### src/design/rmf_pkg.sv
// Package with the shared types and constants of the RGB 3x3 median filter.
package rmf_pkg;

  // Width of the frame dimension registers.
  localparam int CfgW = 11;

  // Configuration register indexes.
  localparam logic CFG_FRAME_WIDTH  = 1'b0;
  localparam logic CFG_FRAME_HEIGHT = 1'b1;

  // Request type codes.
  localparam logic REQ_PIXEL = 1'b0;
  localparam logic REQ_DRAIN = 1'b1;

  typedef logic [7:0] chan_t;

  // Packed pixel as held in the line buffers and the window.
  typedef struct packed {
    logic  sel;
    chan_t blue;
    chan_t green;
    chan_t red;
  } pix_t;

  // Which window edges fall outside the frame.
  typedef struct packed {
    logic top;
    logic bottom;
    logic left;
    logic right;
  } border_t;

endpackage

### src/design/rmf_median.sv
// Rank-based median of up to nine 8-bit values, result in half units.
module rmf_median import rmf_pkg::*; (
  input  chan_t      vals_i [9],
  input  logic [8:0] mask_i,
  output logic [8:0] med_o
);

  logic [3:0] rank [9];
  logic [3:0] cnt;
  logic [3:0] half;
  chan_t      hi_val;
  chan_t      lo_val;

  // Each selected value gets its rank among the selected values; ties break by index.
  always_comb begin
    for (int i = 0; i < 9; i++) begin
      rank[i] = '0;
      for (int j = 0; j < 9; j++) begin
        if (j != i && mask_i[j] &&
            ((vals_i[j] < vals_i[i]) || (vals_i[j] == vals_i[i] && j < i))) begin
          rank[i] = rank[i] + 4'd1;
        end
      end
    end
  end

  assign cnt  = 4'($countones(mask_i));
  assign half = cnt >> 1;

  // Pick the one or two middle values.
  always_comb begin
    hi_val = '0;
    lo_val = '0;
    for (int i = 0; i < 9; i++) begin
      if (mask_i[i] && rank[i] == half) begin
        hi_val = hi_val | vals_i[i];
      end
      if (mask_i[i] && rank[i] == half - 4'd1) begin
        lo_val = lo_val | vals_i[i];
      end
    end
  end

  assign med_o = cnt[0] ? {hi_val, 1'b0} : ({1'b0, hi_val} + {1'b0, lo_val});

endmodule

### config.mk
export PLATFORM = sky130hd
export DESIGN_NAME = rmf_median
export DESIGN_NICKNAME = d
export VERILOG_FILES = /design/src/design/rmf_pkg.sv /design/src/design/rmf_median.sv
export SDC_FILE = /design/constraint.sdc
export NUM_CORES = 1
export LEC_CHECK = 0
export BUFFER_PORTS_ARGS = -buffer_cell sky130_fd_sc_hd__buf_2
export CORE_UTILIZATION = 35
export DETAILED_ROUTE_END_ITERATION = 8
export GPL_TIMING_DRIVEN = 0
export PLACE_DENSITY_LB_ADDON = 0.08
export SYNTH_ARGS = -nofsm -noshare
export SYNTH_HDL_FRONTEND = slang
export SYNTH_SLANG_ARGS = --single-unit
### constraint.sdc
create_clock -name vclk -period 10
set_input_delay 1 -clock vclk [all_inputs]
set_output_delay 1 -clock vclk [all_outputs]
set_load 0.02 [all_outputs]
==> summary.md <==
| Metric | Value |
|---|---|
| Slowest Stage Delay on Critical Path | `420 ps` |
| Initial antenna violation count | `0` |
| Hold Crit Depth | `4` |
| Worst setup path startpoint | `vals_i[19]` |
| Compound-cell area share of the yosys netlist | `0.2713` |
| Syn Nets | `between 2000 and 2500` |
| Final Hold Slack | `between 2000 and 3000 ps` |
| Initial Util | `0.3555` |
| Crit path max fanout | `4` |
| Number of max-cap violations | `0` |
| Vias per cell | `just over 6` |
| Critical path data required time | `around 9000 ps` |
| Adder-cell share of the synthesized area | `0.3049` |
| Final period util | `1.047` |
| Slew Limit Fails | `0` |
| Peak Freq | `roughly 96 MHz` |
| Largest family of logic cells by synthesized area | `adder cells` |
| Area grow syn2layout | `34.18%` |
| Final Setup Violations | `6` |
| CP Data Arrival Time | `9470 ps` |
| Crit start category | `input pin` |
| Status | `complete, but fails checks` |
| Pint | `between 1.5 and 2 mW` |
| IO Pins | `90` |
| Yosys cell types | `around 110` |
| First-pass GRT wire length | `108600 um` |
| Post-Synth XOR/XNOR Area | `0.1277` |
| Hold crit path type | `in2out` |
| Gr usage total | `0.3281` |
| Core area | `~0.043 mm^2` |
| P per Cell Area | `between 200 and 250 mW/mm^2` |
| Tmin final | `around 10000 ps` |
| Post-Place Cell Area | `0.01656 mm^2` |
| Placed wire-length estimate | `58350 um` |
| Seq/Total Area, Yosys | `0` |
| # diodes | `0` |
| CP endpoint | `med_o[6]` |
| Worst vdd ir | `roughly 0.00018 V` |
| Final worst slack | `-465.9 ps` |
| Wirelength, routed | `~77000 um` |
| Slowest cell on crit path | `fa_2` |
| Vias | `roughly 18000` |
| Routed Antenna Nets | `0` |
| Layout cell share with drive strength beyond 1 | `0.2927` |
| Clkbuf count | `0` |
| Clk pwr share | `0` |
| Mux contribution to synthesized area | `0.01598` |
| Simple-Gate Fraction of Synth Area | `0.2334` |
| Avg WL per Cell | `roughly 27 um` |
| Mean post-synth cell area | `around 7.6 um^2` |
| Rel. slew slack | `0.1419` |
| Number of DRC markers in iteration 0 | `roughly 1600` |
| Register area | `0 um^2` |
| Yosys warns | `0` |
| Sw power | `2.288 mW` |
| Failing checks | `negative setup slack` |
| Post-synthesis cell area | `0.01535 mm^2` |
| DR DRC count | `0` |
| Placed Cells | `roughly 2700` |
| Rows | `76` |
| NumNets Final | `around 2800` |
| Final std cell area, no fill | `approximately 0.021 mm^2` |
| Die span in x | `211.4 um` |
| Largest net degree at the start of global routing | `11` |
| Grt total ovfl | `0` |
| Pre-antenna DRT Iters | `6` |
| Gate power share | `1.000` |
| RSZ-0062 raised after global routing | `yes` |
| Die H | `between 200 and 250 um` |
| Final Hold Vio Count | `0` |
| Finished Layout Cells | `slightly below 3000` |
| Die ar. | `0.04469 mm^2` |
| Port Buffers | `a little under 90` |
| Critical path class | `in2out` |
| Vias in the first global route | `16890` |
| Gate count after technology mapping | `2015` |
| CP Capture Type | `output pin` |
| Switching Fraction | `0.5532` |
| Sequential share of power | `0` |
| RePlAce Congestion | `1.048` |
| Static Leak | `about 8.9 nW` |
| Seq cells | `0` |
| Slew of the pin with the lowest slew margin | `between 1000 and 1500 ps` |
## cells in the mapped netlist (15+ instances only)
library cell | instances | area share
a211oi_1 | 15 | 0.0073
nand3_1 | 69 | 0.022
xor2_1 | 34 | 0.019
a21o_1 | 24 | 0.012
a31oi_1 | 18 | 0.0073
nor2b_1 | 41 | 0.017
nor3_1 | 49 | 0.016
clkbuf_1 | 29 | 0.0071
and2_1 | 34 | 0.014
a21oi_1 | 144 | 0.047
o21ai_1 | 15 | 0.0049
nor2_1 | 103 | 0.025
inv_1 | 146 | 0.036
xnor3_1 | 18 | 0.026
and3_1 | 28 | 0.011
o21a_1 | 36 | 0.018
o211ai_1 | 49 | 0.024
and4_1 | 21 | 0.012
o21ai_0 | 76 | 0.025
o31ai_1 | 15 | 0.0073
nand2_1 | 144 | 0.035
xnor2_1 | 123 | 0.070
nand4_1 | 61 | 0.025
ha_1 | 366 | 0.30
## worst max-delay path: cells and delay by family
family                     cells  cell delay [ps]
AOI/OAI and AO/OA             15             2760
adders and majority gates      7             1810
buffers and inverters         11             1710
and+or+nand+nor               10             1560
xor gates and xnor gates       4              610
## metal layers
metal  global-route usage  vias up  share of wire
met1               0.4198     8564           0.42
met3              0.03976      225          0.071
met2               0.5315      793           0.44
li1                     -     8294              -
met4               0.1852        0          0.070
met5                    0        -              0
## what timing repair did
item | 4_1_cts | 5_1_grt
pin swaps | 78 | 153
gates resized for setup | 198 | 297
hold buffers | 0 | 0
buffers inserted | 109 | 88
setup endpoints to repair | 9 | 8
cloned | 0 | 0
## power by group through the flow
stage | logic, mW | clock network [mW] | registers (mW)
6_report | 4.14 | 0 | 0
5_1_grt | 4.40 | 0 | 0
4_1_cts | 3.51 | 0 | 0
3_5_place_dp | 2.97 | 0 | 0
3_3_place_gp | 2.94 | 0 | 0
2_1_floorplan | 2.16 | 0 | 0
## area by class of cell
| type | count | area, um^2 |
|---|---|---|
| fillers | 4299 | 22580 |
| plain buffers | 34 | 133.9 |
| multi-input cells | 1826 | 16750 |
| inverters | 150 | 683.2 |
| well taps | 585 | 732.0 |
| repair buffers | 286 | 2298 |
## cells in the final DEF (no fill, tap or decap), types with 48 or more instances in the layout
| cell | count |
|---|---|
| a21oi_1 | 125 |
| buf_2 | 48 |
| buf_4 | 192 |
| ha_1 | 310 |
| ha_4 | 49 |
| inv_1 | 101 |
| nand2_1 | 127 |
| nand3_1 | 59 |
| nand4_1 | 61 |
| nor2_1 | 92 |
| o211ai_1 | 49 |
| o21ai_0 | 57 |
| xnor2_1 | 102 |
## worst min-delay path by stage
stage | startpoint | to | slack [ps]
final | vals_i[15] | med_o[8] | 2570
after global placement | vals_i[15] | med_o[8] | 2550
after CTS | vals_i[15] | med_o[8] | 2550
after floorplan | vals_i[15] | med_o[8] | 2300
after global routing | vals_i[15] | med_o[8] | 2580
after detailed placement | vals_i[15] | med_o[8] | 2530
## logic make-up after synthesis
kind of cell | Yosys count
AND/OR/NAND/NOR | 658
adder cells (fa/ha/maj) | 371
buffers and inverters | 189
XOR/XNOR | 184
multiplexers | 23
AO/OA/AOI/OAI | 590
## stage by stage
stage | worst slack, ps | total power, mW | TNS (ps) | utilization
final | -465.9 | 4.137 | -1679 | 0.4770
after global routing | -726.2 | 4.401 | -3264 | 0.4770
after CTS | -606.2 | 3.512 | -2350 | 0.4253
after detailed placement | -2388 | 2.972 | -16130 | 0.3835
after global placement | -2354 | 2.938 | -15930 | 0.3831
after floorplan | 69.48 | 2.155 | 0 | -
No activity file was read; power rests on OpenSTA's default activity.
